## config.mk

```make
export PLATFORM = sky130hd
export DESIGN_NAME = touch_sample_filter_calibrate
export DESIGN_NICKNAME = d
export VERILOG_FILES = /design/src/rtl/tsfc_pkg.sv /design/src/rtl/touch_sample_filter_calibrate.sv /design/src/rtl/tsfc_ctrl.sv /design/src/rtl/tsfc_datapath.sv /design/src/rtl/tsfc_regs.sv
export SDC_FILE = /design/constraint.sdc
export NUM_CORES = 2
export LEC_CHECK = 0
export BUFFER_PORTS_ARGS = -buffer_cell sky130_fd_sc_hd__buf_2
export CAP_MARGIN = 0
export CORE_ASPECT_RATIO = 0.5
export CORE_MARGIN = 8
export CORE_UTILIZATION = 55
export CTS_BUF_LIST = sky130_fd_sc_hd__clkbuf_8 sky130_fd_sc_hd__clkbuf_16
export CTS_CLUSTER_SIZE = 8
export DETAILED_ROUTE_END_ITERATION = 8
export PLACE_DENSITY = 0.74
export SYNTH_ARGS = -nofsm -noshare
export SYNTH_HDL_FRONTEND = slang
export SYNTH_HIERARCHICAL = 1
export SYNTH_SLANG_ARGS = --single-unit
export TNS_END_PERCENT = 1
```

## constraint.sdc

```tcl
create_clock -name clk -period 11.75 [get_ports clk]
set_input_delay 2.35 -clock clk [delete_from_list [all_inputs] [get_ports clk]]
set_output_delay 2.35 -clock clk [all_outputs]
set_load 0.01 [all_outputs]
```

## src/rtl/tsfc_pkg.sv

```systemverilog
// Package: types, constants and register indexes for the touch sample filter
package tsfc_pkg;
	localparam int WINDOW_LEN    = 8;
	localparam int WIN_AW        = (WINDOW_LEN > 1) ? $clog2(WINDOW_LEN) : 1;
	localparam int DISPLAY_MAX_X = 479;
	localparam int DISPLAY_MAX_Y = 319;
	localparam int PADDR_W       = 5;

	localparam logic [2:0] REG_CAL_ENABLE  = 3'd0;
	localparam logic [2:0] REG_CAL_DIVISOR = 3'd1;
	localparam logic [2:0] REG_XCAL_CX     = 3'd2;
	localparam logic [2:0] REG_XCAL_CY     = 3'd3;
	localparam logic [2:0] REG_XCAL_OFF    = 3'd4;
	localparam logic [2:0] REG_YCAL_CX     = 3'd5;
	localparam logic [2:0] REG_YCAL_CY     = 3'd6;
	localparam logic [2:0] REG_YCAL_OFF    = 3'd7;

	typedef struct packed {
		logic        touch_down;
		logic [11:0] raw_x;
		logic [11:0] raw_y;
		logic [11:0] raw_z1;
		logic [11:0] raw_z2;
	} in_word_t;

	typedef struct packed {
		logic [11:0] pos_x;
		logic [11:0] pos_y;
		logic [15:0] pressure;
		logic        pressed;
		logic        pressure_invalid;
		logic        cal_fault;
	} out_word_t;

	typedef struct packed {
		logic cal_enable;
		logic signed [31:0] cal_divisor;
		logic signed [31:0] xcx;
		logic signed [31:0] xcy;
		logic signed [31:0] xoff;
		logic signed [31:0] ycx;
		logic signed [31:0] ycy;
		logic signed [31:0] yoff;
	} cal_regs_t;

	// controller -> datapath commands
	typedef struct packed {
		logic load;      // capture input word
		logic prep;      // form pressure numerator/denominator
		logic div_start; // start divider
		logic div_step;  // one divider bit
		logic p_done;    // finish pressure, update windows
		logic sum_clr;
		logic sum_step;
		logic avg;       // form averages
		logic cal_mul;   // one calibration multiply phase
		logic cal_sel_y; // working on y numerator
		logic cal_fin;   // finish calibrated coordinate
		logic out_load;
	} cmd_t;

	typedef struct packed {
		logic sum_last;
	} stat_t;

	typedef enum logic [9:0] {
		ST_IDLE  = 10'b0000000001,
		ST_PREP  = 10'b0000000010,
		ST_PDIV  = 10'b0000000100,
		ST_PFIN  = 10'b0000001000,
		ST_SUM   = 10'b0000010000,
		ST_AVG   = 10'b0000100000,
		ST_MUL   = 10'b0001000000,
		ST_CDIV  = 10'b0010000000,
		ST_CFIN  = 10'b0100000000,
		ST_OUT   = 10'b1000000000
	} state_t;
endpackage

```

## src/rtl/touch_sample_filter_calibrate.sv

```systemverilog
// Top level: touch sample filter with pressure estimate and calibration
//
// One raw sample word enters on in_valid/in_stall; one result word leaves on
// out_valid/out_stall for every sample. A sample passes through a 36-step
// restoring division for the pressure, one cycle per window entry for the
// averages (8), then two 66-step divisions for the calibrated x and y on the
// same shared divider, plus the control steps between them. The block works
// on one sample at a time and in_stall is high while it does. Calibration
// registers sit on an APB-style port, always ready; the user must write them
// only while the block is idle, as the block itself does not enforce it.
// Reset clears windows, held values, the ring slot and all calibration
// registers; the first press preloads every window entry. While the
// receiver stalls, the result word holds; a new sample is accepted and
// processed meanwhile, and its result waits in the datapath until the
// output register frees.
module touch_sample_filter_calibrate import tsfc_pkg::*; (
	input  logic               clk,
	input  logic               arst_n,
	input  logic               in_valid,
	output logic               in_stall,
	input  in_word_t           in_data,
	output logic               out_valid,
	input  logic               out_stall,
	output out_word_t          out_data,
	input  logic               psel,
	input  logic               penable,
	input  logic               pwrite,
	input  logic [PADDR_W-1:0] paddr,
	input  logic [31:0]        pwdata,
	output logic [31:0]        prdata,
	output logic               pready
);
	cal_regs_t regs;
	cmd_t      cmd;
	stat_t     stat;

	tsfc_regs u_regs (
		.clk, .arst_n, .psel, .penable, .pwrite, .paddr, .pwdata,
		.prdata, .pready, .regs
	);

	tsfc_ctrl u_ctrl (
		.clk, .arst_n, .in_valid, .in_stall, .out_valid, .out_stall,
		.stat, .cmd
	);

	tsfc_datapath u_dp (
		.clk, .arst_n, .in_word(in_data), .regs, .cmd, .stat,
		.out_word(out_data)
	);
endmodule

```

## src/rtl/tsfc_ctrl.sv

```systemverilog
// Controller: sequences pressure division, window sums and calibration
module tsfc_ctrl import tsfc_pkg::*; (
	input  logic  clk,
	input  logic  arst_n,
	input  logic  in_valid,
	output logic  in_stall,
	output logic  out_valid,
	input  logic  out_stall,
	input  stat_t stat,
	output cmd_t  cmd
);
	state_t    state_q, state_d;
	logic [6:0] cnt_q, cnt_d;
	logic       sel_y_q, sel_y_d;
	logic       ovalid_q, ovalid_d;
	logic [1:0] mph_q, mph_d;

	assign in_stall  = (state_q != ST_IDLE);
	assign out_valid = ovalid_q;

	always_comb begin
		state_d  = state_q;
		cnt_d    = cnt_q;
		sel_y_d  = sel_y_q;
		mph_d    = mph_q;
		ovalid_d = ovalid_q && out_stall;
		cmd      = '0;
		cmd.cal_sel_y = sel_y_q;
		case (state_q)
			ST_IDLE: begin
				if (in_valid) begin
					cmd.load = 1'b1;
					state_d  = ST_PREP;
				end
			end
			ST_PREP: begin
				cmd.prep = 1'b1;
				cmd.div_start = 1'b1;
				cnt_d   = 7'd0;
				state_d = ST_PDIV;
			end
			ST_PDIV: begin
				cmd.div_step = 1'b1;
				cnt_d = cnt_q + 7'd1;
				if (cnt_q == 7'd35) state_d = ST_PFIN;
			end
			ST_PFIN: begin
				cmd.p_done  = 1'b1;
				cmd.sum_clr = 1'b1;
				state_d = ST_SUM;
			end
			ST_SUM: begin
				cmd.sum_step = 1'b1;
				if (stat.sum_last) state_d = ST_AVG;
			end
			ST_AVG: begin
				cmd.avg = 1'b1;
				sel_y_d = 1'b0;
				mph_d   = 2'd0;
				state_d = ST_MUL;
			end
			ST_MUL: begin
				cmd.cal_mul = 1'b1;
				mph_d = mph_q + 2'd1;
				if (mph_q == 2'd2) begin
					cmd.div_start = 1'b1;
					cnt_d   = 7'd0;
					state_d = ST_CDIV;
				end
			end
			ST_CDIV: begin
				cmd.div_step = 1'b1;
				cnt_d = cnt_q + 7'd1;
				if (cnt_q == 7'd65) state_d = ST_CFIN;
			end
			ST_CFIN: begin
				cmd.cal_fin = 1'b1;
				if (!sel_y_q) begin
					sel_y_d = 1'b1;
					mph_d   = 2'd0;
					state_d = ST_MUL;
				end else begin
					state_d = ST_OUT;
				end
			end
			ST_OUT: begin
				// hold until the previous word has gone
				if (!ovalid_q || !out_stall) begin
					cmd.out_load = 1'b1;
					ovalid_d = 1'b1;
					state_d  = ST_IDLE;
				end
			end
			default: state_d = ST_IDLE;
		endcase
	end

	always_ff @(posedge clk or negedge arst_n) begin
		if (!arst_n) begin
			state_q  <= ST_IDLE;
			cnt_q    <= '0;
			sel_y_q  <= 1'b0;
			mph_q    <= '0;
			ovalid_q <= 1'b0;
		end else begin
			state_q  <= state_d;
			cnt_q    <= cnt_d;
			sel_y_q  <= sel_y_d;
			mph_q    <= mph_d;
			ovalid_q <= ovalid_d;
		end
	end
endmodule

```

## src/rtl/tsfc_datapath.sv

```systemverilog
// Datapath: windows, pressure and calibration arithmetic, shared divider
module tsfc_datapath import tsfc_pkg::*; (
	input  logic      clk,
	input  logic      arst_n,
	input  in_word_t  in_word,
	input  cal_regs_t regs,
	input  cmd_t      cmd,
	output stat_t     stat,
	output out_word_t out_word
);
	in_word_t    in_q;
	logic        was_pressed_q;
	logic [11:0] held_x_q, held_y_q;
	logic [15:0] held_f_q;
	logic [11:0] xw_q [WINDOW_LEN];
	logic [11:0] yw_q [WINDOW_LEN];
	logic [15:0] fw_q [WINDOW_LEN];
	logic [WIN_AW-1:0] slot_q, rd_q;
	logic [WIN_AW+11:0] sx_q, sy_q;
	logic [WIN_AW+15:0] sf_q;
	logic [11:0] ax_q, ay_q;
	logic [15:0] af_q;
	logic        inval_q;

	// shared restoring divider on magnitudes
	logic [65:0] dnum_q;   // dividend magnitude, shifts out as quotient
	logic [65:0] drem_q;
	logic [31:0] dden_q;
	logic [66:0] dtrial;
	logic [65:0] pnum, pnum_d;

	// calibration: signed products
	logic signed [44:0] p1_q, p2_q;
	logic signed [65:0] cnum_q;
	logic [11:0] cx_q, cy_q;
	logic        dz;

	logic [11:0] zd;
	logic [23:0] xz;
	logic [35:0] pn;

	assign zd  = in_q.raw_z2 - in_q.raw_z1;
	assign xz  = in_q.raw_x * zd;
	assign pn  = {12'd0, xz} * 36'd4095;
	// align the 36-bit numerator to the top so 36 steps yield the quotient
	assign pnum = {pn, 30'd0};
	assign dz  = (regs.cal_divisor == 32'sd0);

	// numerator for the calibration divide
	logic signed [31:0] ccx, ccy, coff;
	logic signed [65:0] cabs_src;
	assign ccx  = cmd.cal_sel_y ? regs.ycx  : regs.xcx;
	assign ccy  = cmd.cal_sel_y ? regs.ycy  : regs.xcy;
	assign coff = cmd.cal_sel_y ? regs.yoff : regs.xoff;
	assign cabs_src = cnum_q[65] ? -cnum_q : cnum_q;
	logic [31:0] dabs;
	assign dabs = regs.cal_divisor[31] ? -regs.cal_divisor : regs.cal_divisor;
	assign pnum_d = cmd.prep ? pnum : cabs_src;

	assign dtrial = {drem_q, dnum_q[65]} - {35'd0, dden_q};

	logic [WIN_AW:0] rd_next;
	assign rd_next = {1'b0, rd_q} + 1'b1;
	assign stat.sum_last = (rd_q == WIN_AW'(WINDOW_LEN - 1));

	logic [WIN_AW-1:0] slot_next;
	assign slot_next = (slot_q == WIN_AW'(WINDOW_LEN - 1)) ? '0 : slot_q + 1'b1;

	// signed quotient, clamped to a display limit
	logic signed [66:0] q_s;
	logic [11:0] q_clamp;
	logic        neg_q;
	logic [11:0] lim;
	assign lim = cmd.cal_sel_y ? 12'(DISPLAY_MAX_Y) : 12'(DISPLAY_MAX_X);
	assign q_s = neg_q ? -$signed({1'b0, dnum_q}) : $signed({1'b0, dnum_q});
	assign q_clamp = (q_s < 0) ? 12'd0 :
		(q_s > $signed({55'd0, lim})) ? lim : q_s[11:0];

	logic [15:0] pres;
	assign pres = (dnum_q[65:16] != '0) ? 16'hFFFF : dnum_q[15:0];

	always_ff @(posedge clk) begin
		if (cmd.load) in_q <= in_word;
		if (cmd.div_start) begin
			dnum_q <= pnum_d;
			drem_q <= '0;
			dden_q <= cmd.prep ? {8'd0, in_q.raw_z1, 12'd0} : dabs;
			neg_q  <= cnum_q[65] ^ regs.cal_divisor[31];
		end else if (cmd.div_step) begin
			if (!dtrial[66]) begin
				drem_q <= dtrial[65:0];
				dnum_q <= {dnum_q[64:0], 1'b1};
			end else begin
				drem_q <= {drem_q[64:0], dnum_q[65]};
				dnum_q <= {dnum_q[64:0], 1'b0};
			end
		end
		if (cmd.sum_clr) begin
			sx_q <= '0; sy_q <= '0; sf_q <= '0;
		end else if (cmd.sum_step) begin
			sx_q <= sx_q + (WIN_AW+12)'(xw_q[rd_q]);
			sy_q <= sy_q + (WIN_AW+12)'(yw_q[rd_q]);
			sf_q <= sf_q + (WIN_AW+16)'(fw_q[rd_q]);
		end
		if (cmd.avg) begin
			ax_q <= 12'(sx_q / WINDOW_LEN);
			ay_q <= 12'(sy_q / WINDOW_LEN);
			af_q <= 16'(sf_q / WINDOW_LEN);
		end
		if (cmd.cal_mul) begin
			// phase: products, then sum
			p1_q   <= ccx * $signed({1'b0, ax_q});
			p2_q   <= ccy * $signed({1'b0, ay_q});
			cnum_q <= 66'(p1_q) + 66'(p2_q) + 66'(coff);
		end
		if (cmd.cal_fin) begin
			if (cmd.cal_sel_y) cy_q <= q_clamp;
			else               cx_q <= q_clamp;
		end
		if (cmd.out_load) begin
			out_word.pos_x <= regs.cal_enable ? (dz ? 12'd0 : cx_q) : ax_q;
			out_word.pos_y <= regs.cal_enable ? (dz ? 12'd0 : cy_q) : ay_q;
			out_word.pressure <= af_q;
			out_word.pressed  <= in_q.touch_down;
			out_word.pressure_invalid <= inval_q;
			out_word.cal_fault <= regs.cal_enable && dz;
		end
	end

	always_ff @(posedge clk or negedge arst_n) begin
		if (!arst_n) begin
			was_pressed_q <= 1'b0;
			held_x_q <= '0; held_y_q <= '0; held_f_q <= '0;
			slot_q <= '0; rd_q <= '0; inval_q <= 1'b0;
			for (int i = 0; i < WINDOW_LEN; i++) begin
				xw_q[i] <= '0; yw_q[i] <= '0; fw_q[i] <= '0;
			end
		end else begin
			if (cmd.sum_clr) rd_q <= '0;
			else if (cmd.sum_step) rd_q <= rd_next[WIN_AW-1:0];
			if (cmd.p_done) begin
				logic [11:0] nx, ny;
				logic [15:0] nf;
				logic        iv;
				nx = held_x_q; ny = held_y_q; nf = held_f_q; iv = 1'b0;
				if (in_q.touch_down) begin
					nx = in_q.raw_x;
					ny = in_q.raw_y;
					if (in_q.raw_z1 == 12'd0) begin
						nf = 16'hFFFF; iv = 1'b1;
					end else if (in_q.raw_z2 <= in_q.raw_z1) nf = 16'd0;
					else nf = pres;
				end
				held_x_q <= nx; held_y_q <= ny; held_f_q <= nf;
				inval_q  <= iv;
				was_pressed_q <= in_q.touch_down;
				// preload all slots on a new press
				for (int i = 0; i < WINDOW_LEN; i++) begin
					if ((in_q.touch_down && !was_pressed_q) ||
					    (slot_q == WIN_AW'(i))) begin
						xw_q[i] <= nx; yw_q[i] <= ny; fw_q[i] <= nf;
					end
				end
				slot_q <= slot_next;
			end
		end
	end
endmodule

```

## src/rtl/tsfc_regs.sv

```systemverilog
// Configuration registers behind the APB-style port
module tsfc_regs import tsfc_pkg::*; (
	input  logic               clk,
	input  logic               arst_n,
	input  logic               psel,
	input  logic               penable,
	input  logic               pwrite,
	input  logic [PADDR_W-1:0] paddr,
	input  logic [31:0]        pwdata,
	output logic [31:0]        prdata,
	output logic               pready,
	output cal_regs_t          regs
);
	logic [2:0] idx;
	assign idx    = paddr[4:2];
	assign pready = 1'b1;

	always_ff @(posedge clk or negedge arst_n) begin
		if (!arst_n) begin
			regs <= '0;
		end else if (psel && penable && pwrite && paddr[1:0] == 2'd0) begin
			case (idx)
				REG_CAL_ENABLE:  regs.cal_enable  <= pwdata[0];
				REG_CAL_DIVISOR: regs.cal_divisor <= pwdata;
				REG_XCAL_CX:     regs.xcx  <= pwdata;
				REG_XCAL_CY:     regs.xcy  <= pwdata;
				REG_XCAL_OFF:    regs.xoff <= pwdata;
				REG_YCAL_CX:     regs.ycx  <= pwdata;
				REG_YCAL_CY:     regs.ycy  <= pwdata;
				REG_YCAL_OFF:    regs.yoff <= pwdata;
				default: ;
			endcase
		end
	end

	always_comb begin
		case (idx)
			REG_CAL_ENABLE:  prdata = {31'd0, regs.cal_enable};
			REG_CAL_DIVISOR: prdata = regs.cal_divisor;
			REG_XCAL_CX:     prdata = regs.xcx;
			REG_XCAL_CY:     prdata = regs.xcy;
			REG_XCAL_OFF:    prdata = regs.xoff;
			REG_YCAL_CX:     prdata = regs.ycx;
			REG_YCAL_CY:     prdata = regs.ycy;
			REG_YCAL_OFF:    prdata = regs.yoff;
			default:         prdata = '0;
		endcase
	end
endmodule

```

==> reports/qor.yml <==
timing:
  rsz0062_at_grt: "true"
  hold_viol_final: 0
  slew_headroom_pct: 12.6
  final-setup-viol-count: 0
  worstMarginPinSlew_ns: 1.31
  period_share_pct: 99.8
  hold_slack_ns: 0.417
  max_clock_freq_ghz: 0.0852
  final-max-slew-violation-count: 0
  final.min_clock_period_ns: 11.73
  fin_skew_ns: 0.105
job:
  drv_cap: 0
setup_path:
  end_kind: "register"
  worst_path_max_delay_cell: "fa_2"
  required_ns: 12.21
  worstPathArrival_ns: 12.19
  max_stage_delay_ns: 0.55
  critical_path_class: "reg2reg"
  startpoint_type: "register"
  critPathMaxFanout: 3
  path_common_cell: "fa_1"
cts:
  numCtsBuffers: 167
  clk_path_buf_depth: 4
  htreeDepth: 4
  cts_root_buf: "clkbuf_16"
  ctsHoldBuffers: 0
  cts_sinks: 1121
  insertion_delay_ns: 0.83
  cts_tree: "built"
  path_clk_slew_ns: 0.05
final_layout:
  areaGrowthSynthToFinish_pct: 10.1
  multiInputGateArea_um2: 58400
  drive_gt1_share_pct: 13.0
  nNetsFinal: 11033
  regArea_um2: 29500
  fill_cells: 13837
  final_area_um2: 103000
die:
  rows: 107
  start_util_pct: 55.2
  die_area_um2: 184000
  die_w_um: 599
  core-area_um2: 170000
  pin_count: 171
  dieHeight_um: 308
routing:
  route.detailed.drc: 0
  vias: 71583
  final_antenna_net_count: 0
  drt-initial-drc-count: 7140
  wirelength_um: 280000
  dr.pass1.iters: 6
  avgRoutedWirePerCell_um: 23.5
  viasPerCell: 6.01
logic_synthesis:
  ys_seq_area_share_pct: 31.5
  synth_cell_types: 104
  synth_cells: 9301
  synth_edf_count: 392
  async_flop_share_pct: 54.8
  syn_area_um2: 93600
  ys_seq_elements: 1121
  ys_warn_count: 6
  synth_area_per_cell_um2: 10.1
  ys.flop_type: "dfrtp_1"
outcome:
  run_status: "finished, final reports clean"
placement:
  port_buffers: 169
  dp_hpwl_um: 211000
  placed_cell_area_um2: 97700
  gp_congestion: 1.03
grt:
  grt_use_total_pct: 30.2
  gr-total-overflow: 0
  grt_pass1_wl_um: 431000
  grt_pass1_vias: 72484
  antenna_found_initial: 21
  grt_max_degree: 189
min_path:
  hp-class: "reg2reg"
[sequential cells by signal, indices dropped and copies added (netlist names), 15 cells and up]
signal         count
u_dp/cnum_q       47
u_dp/yw_q         96
u_dp/dden_q       32
u_dp/out_word     43
u_dp/dnum_q       66
u_regs/regs      225
u_dp/sx_q         15
u_dp/drem_q       66
u_dp/fw_q        128
u_dp/p2_q         45
u_dp/in_q         49
u_dp/af_q         16
u_dp/xw_q         96
u_dp/sf_q         19
u_dp/sy_q         15
u_dp/p1_q         45
u_dp/held_f_q     16
[logic make-up (layout without fill, tap and decap cells)]
kind of cell	Yosys count	count (layout)	synth area share (%)
buffers and inverters	1630	1939	6.73
xor gates and xnor gates	377	377	3.53
adders and majority gates	1444	1444	27.0
DFF	1121	1121	31.5
muxes	670	670	8.80
other	2	21	0.00803
AOI/OAI and AO/OA	1584	1584	10.6
and+or+nand+nor	2473	2473	11.9
[metal layers]
layer / track usage (%) / routed length [µm] / vias to the layer above
met3: 10.9 / 34900 / 675
li1: - / - / 31625
met5: 0.0784 / 94 / -
met4: 11.7 / 12100 / 12
met2: 44.9 / 120000 / 3467
met1: 40.5 / 113000 / 35804
[Yosys cell counts, types with 15 or more instances]
master | count | area share [%]
nand4_1 | 46 | 0.31
dfxtp_1 | 115 | 2.5
a211oi_1 | 63 | 0.51
or4_1 | 35 | 0.28
clkbuf_1 | 328 | 1.3
nor3_1 | 87 | 0.47
a21o_1 | 127 | 1.0
nor4_1 | 53 | 0.35
o31ai_1 | 48 | 0.39
fa_1 | 955 | 20
or3_1 | 37 | 0.25
ha_1 | 488 | 6.5
and2_1 | 113 | 0.76
mux2_2 | 395 | 4.8
buf_1 | 32 | 0.13
a311oi_1 | 16 | 0.15
a21boi_0 | 20 | 0.16
edfxtp_1 | 392 | 13
nand2b_1 | 63 | 0.42
nand3_1 | 76 | 0.41
buf_6 | 15 | 0.18
xnor2_1 | 210 | 2.0
o21a_1 | 47 | 0.38
inv_1 | 1215 | 4.9
mux2i_1 | 187 | 2.0
dfrtp_1 | 613 | 16
o41ai_1 | 22 | 0.21
a21oi_1 | 306 | 1.6
nand2_1 | 1031 | 4.1
buf_2 | 27 | 0.14
o211ai_1 | 45 | 0.36
mux4_2 | 82 | 2.0
o22ai_1 | 64 | 0.43
nor2_1 | 731 | 2.9
a221oi_1 | 22 | 0.21
and3_1 | 47 | 0.31
a31oi_1 | 33 | 0.22
nor2b_1 | 64 | 0.43
a211o_1 | 31 | 0.29
a32oi_1 | 26 | 0.24
xor2_1 | 167 | 1.6
o21bai_1 | 35 | 0.28
o21ai_0 | 567 | 3.0
[cells in the final DEF, fill, tap and decap left out, types with 34 or more instances in the layout]
| master | Yosys | routed |
|---|---|---|
| nand2_1 | 1031 | 1025 |
| o211ai_1 | 45 | 45 |
| nor2_1 | 731 | 726 |
| buf_2 | 27 | 167 |
| o31ai_1 | 48 | 46 |
| and3_1 | 47 | 47 |
| o22ai_1 | 64 | 64 |
| o21bai_1 | 35 | 34 |
| nand4_1 | 46 | 46 |
| nor4_1 | 53 | 53 |
| nand3_1 | 76 | 76 |
| a21oi_1 | 306 | 292 |
| o21ai_0 | 567 | 560 |
| buf_4 | 7 | 260 |
| mux2_2 | 395 | 395 |
| nor3_1 | 87 | 85 |
| or4_1 | 35 | 35 |
| xnor2_1 | 210 | 207 |
| or3_1 | 37 | 36 |
| a21o_1 | 127 | 127 |
| and2_1 | 113 | 108 |
| nor2b_1 | 64 | 60 |
| o21a_1 | 47 | 47 |
| dfrtp_1 | 613 | 609 |
| xor2_1 | 167 | 161 |
| edfxtp_1 | 392 | 392 |
| inv_1 | 1215 | 1311 |
| clkbuf_16 | 0 | 167 |
| dfxtp_1 | 115 | 115 |
| nand2b_1 | 63 | 63 |
| fa_1 | 955 | 949 |
| ha_1 | 488 | 479 |
| mux2i_1 | 187 | 187 |
| mux4_2 | 82 | 82 |
| a211oi_1 | 63 | 61 |
[worst max-delay path: cells and delay by family (launching register included)]
kind                     cells  cell delay (ns)
AND/OR/NAND/NOR              5             1.08
flip-flops                   1             0.44
XOR/XNOR                     2             0.31
buffers and inverters       11             0.73
adder cells (fa/ha/maj)     13             5.70
AO/OA/AOI/OAI               19             3.19
[area by class of cell]
class,count,share of cell area (%)
diodes,14,0.0340
multi-input cells,6555,56.7
inverters,1219,4.44
clock buffers,169,4.08
flip-flops and latches,1121,28.6
repair buffers,433,2.82
well taps,2289,2.78
clock inverters,118,0.539
[final timing paths]
check	to	cells after the start	start	slack, ns
max	u_dp/dnum_q[65]	50	u_dp/in_q[12]	0.02
min	u_dp/out_word[18]	0	u_dp/af_q[15]	0.42
max reg2reg	u_dp/dnum_q[65]	50	u_dp/in_q[12]	0.02
min reg2reg	u_dp/out_word[18]	0	u_dp/af_q[15]	0.42
max in group asynchronous	u_dp/rd_q[0]	2	arst_n	8.45
min in group asynchronous	u_dp/yw_q[60]	1	arst_n	1.56
[stage by stage]
stage / worst slack [ns] / std cells / setup TNS, ns / utilization (%)
6_report: 0.0193 / 11918 / 0 / 60.7
3_5_place_dp: -0.380 / 11597 / -2.07 / 57.6
2_1_floorplan: 0.00100 / 9306 / 0 / -
5_1_grt: -0.484 / 11911 / -3.02 / 60.7
4_1_cts: 0.00354 / 11895 / 0 / 60.5
3_3_place_gp: -0.201 / 11597 / -0.592 / 57.6
[timing repair]
| item | 4_1_cts | 5_1_grt |
|---|---|---|
| gates resized for setup | 24 | 59 |
| endpoints found under the setup margin | 9 | 17 |
| setup buffers | 12 | 9 |
| pin swaps | 36 | 63 |
Power is not shown: default switching activity piles up to over one toggle a cycle in this logic, so the estimate is an artifact.
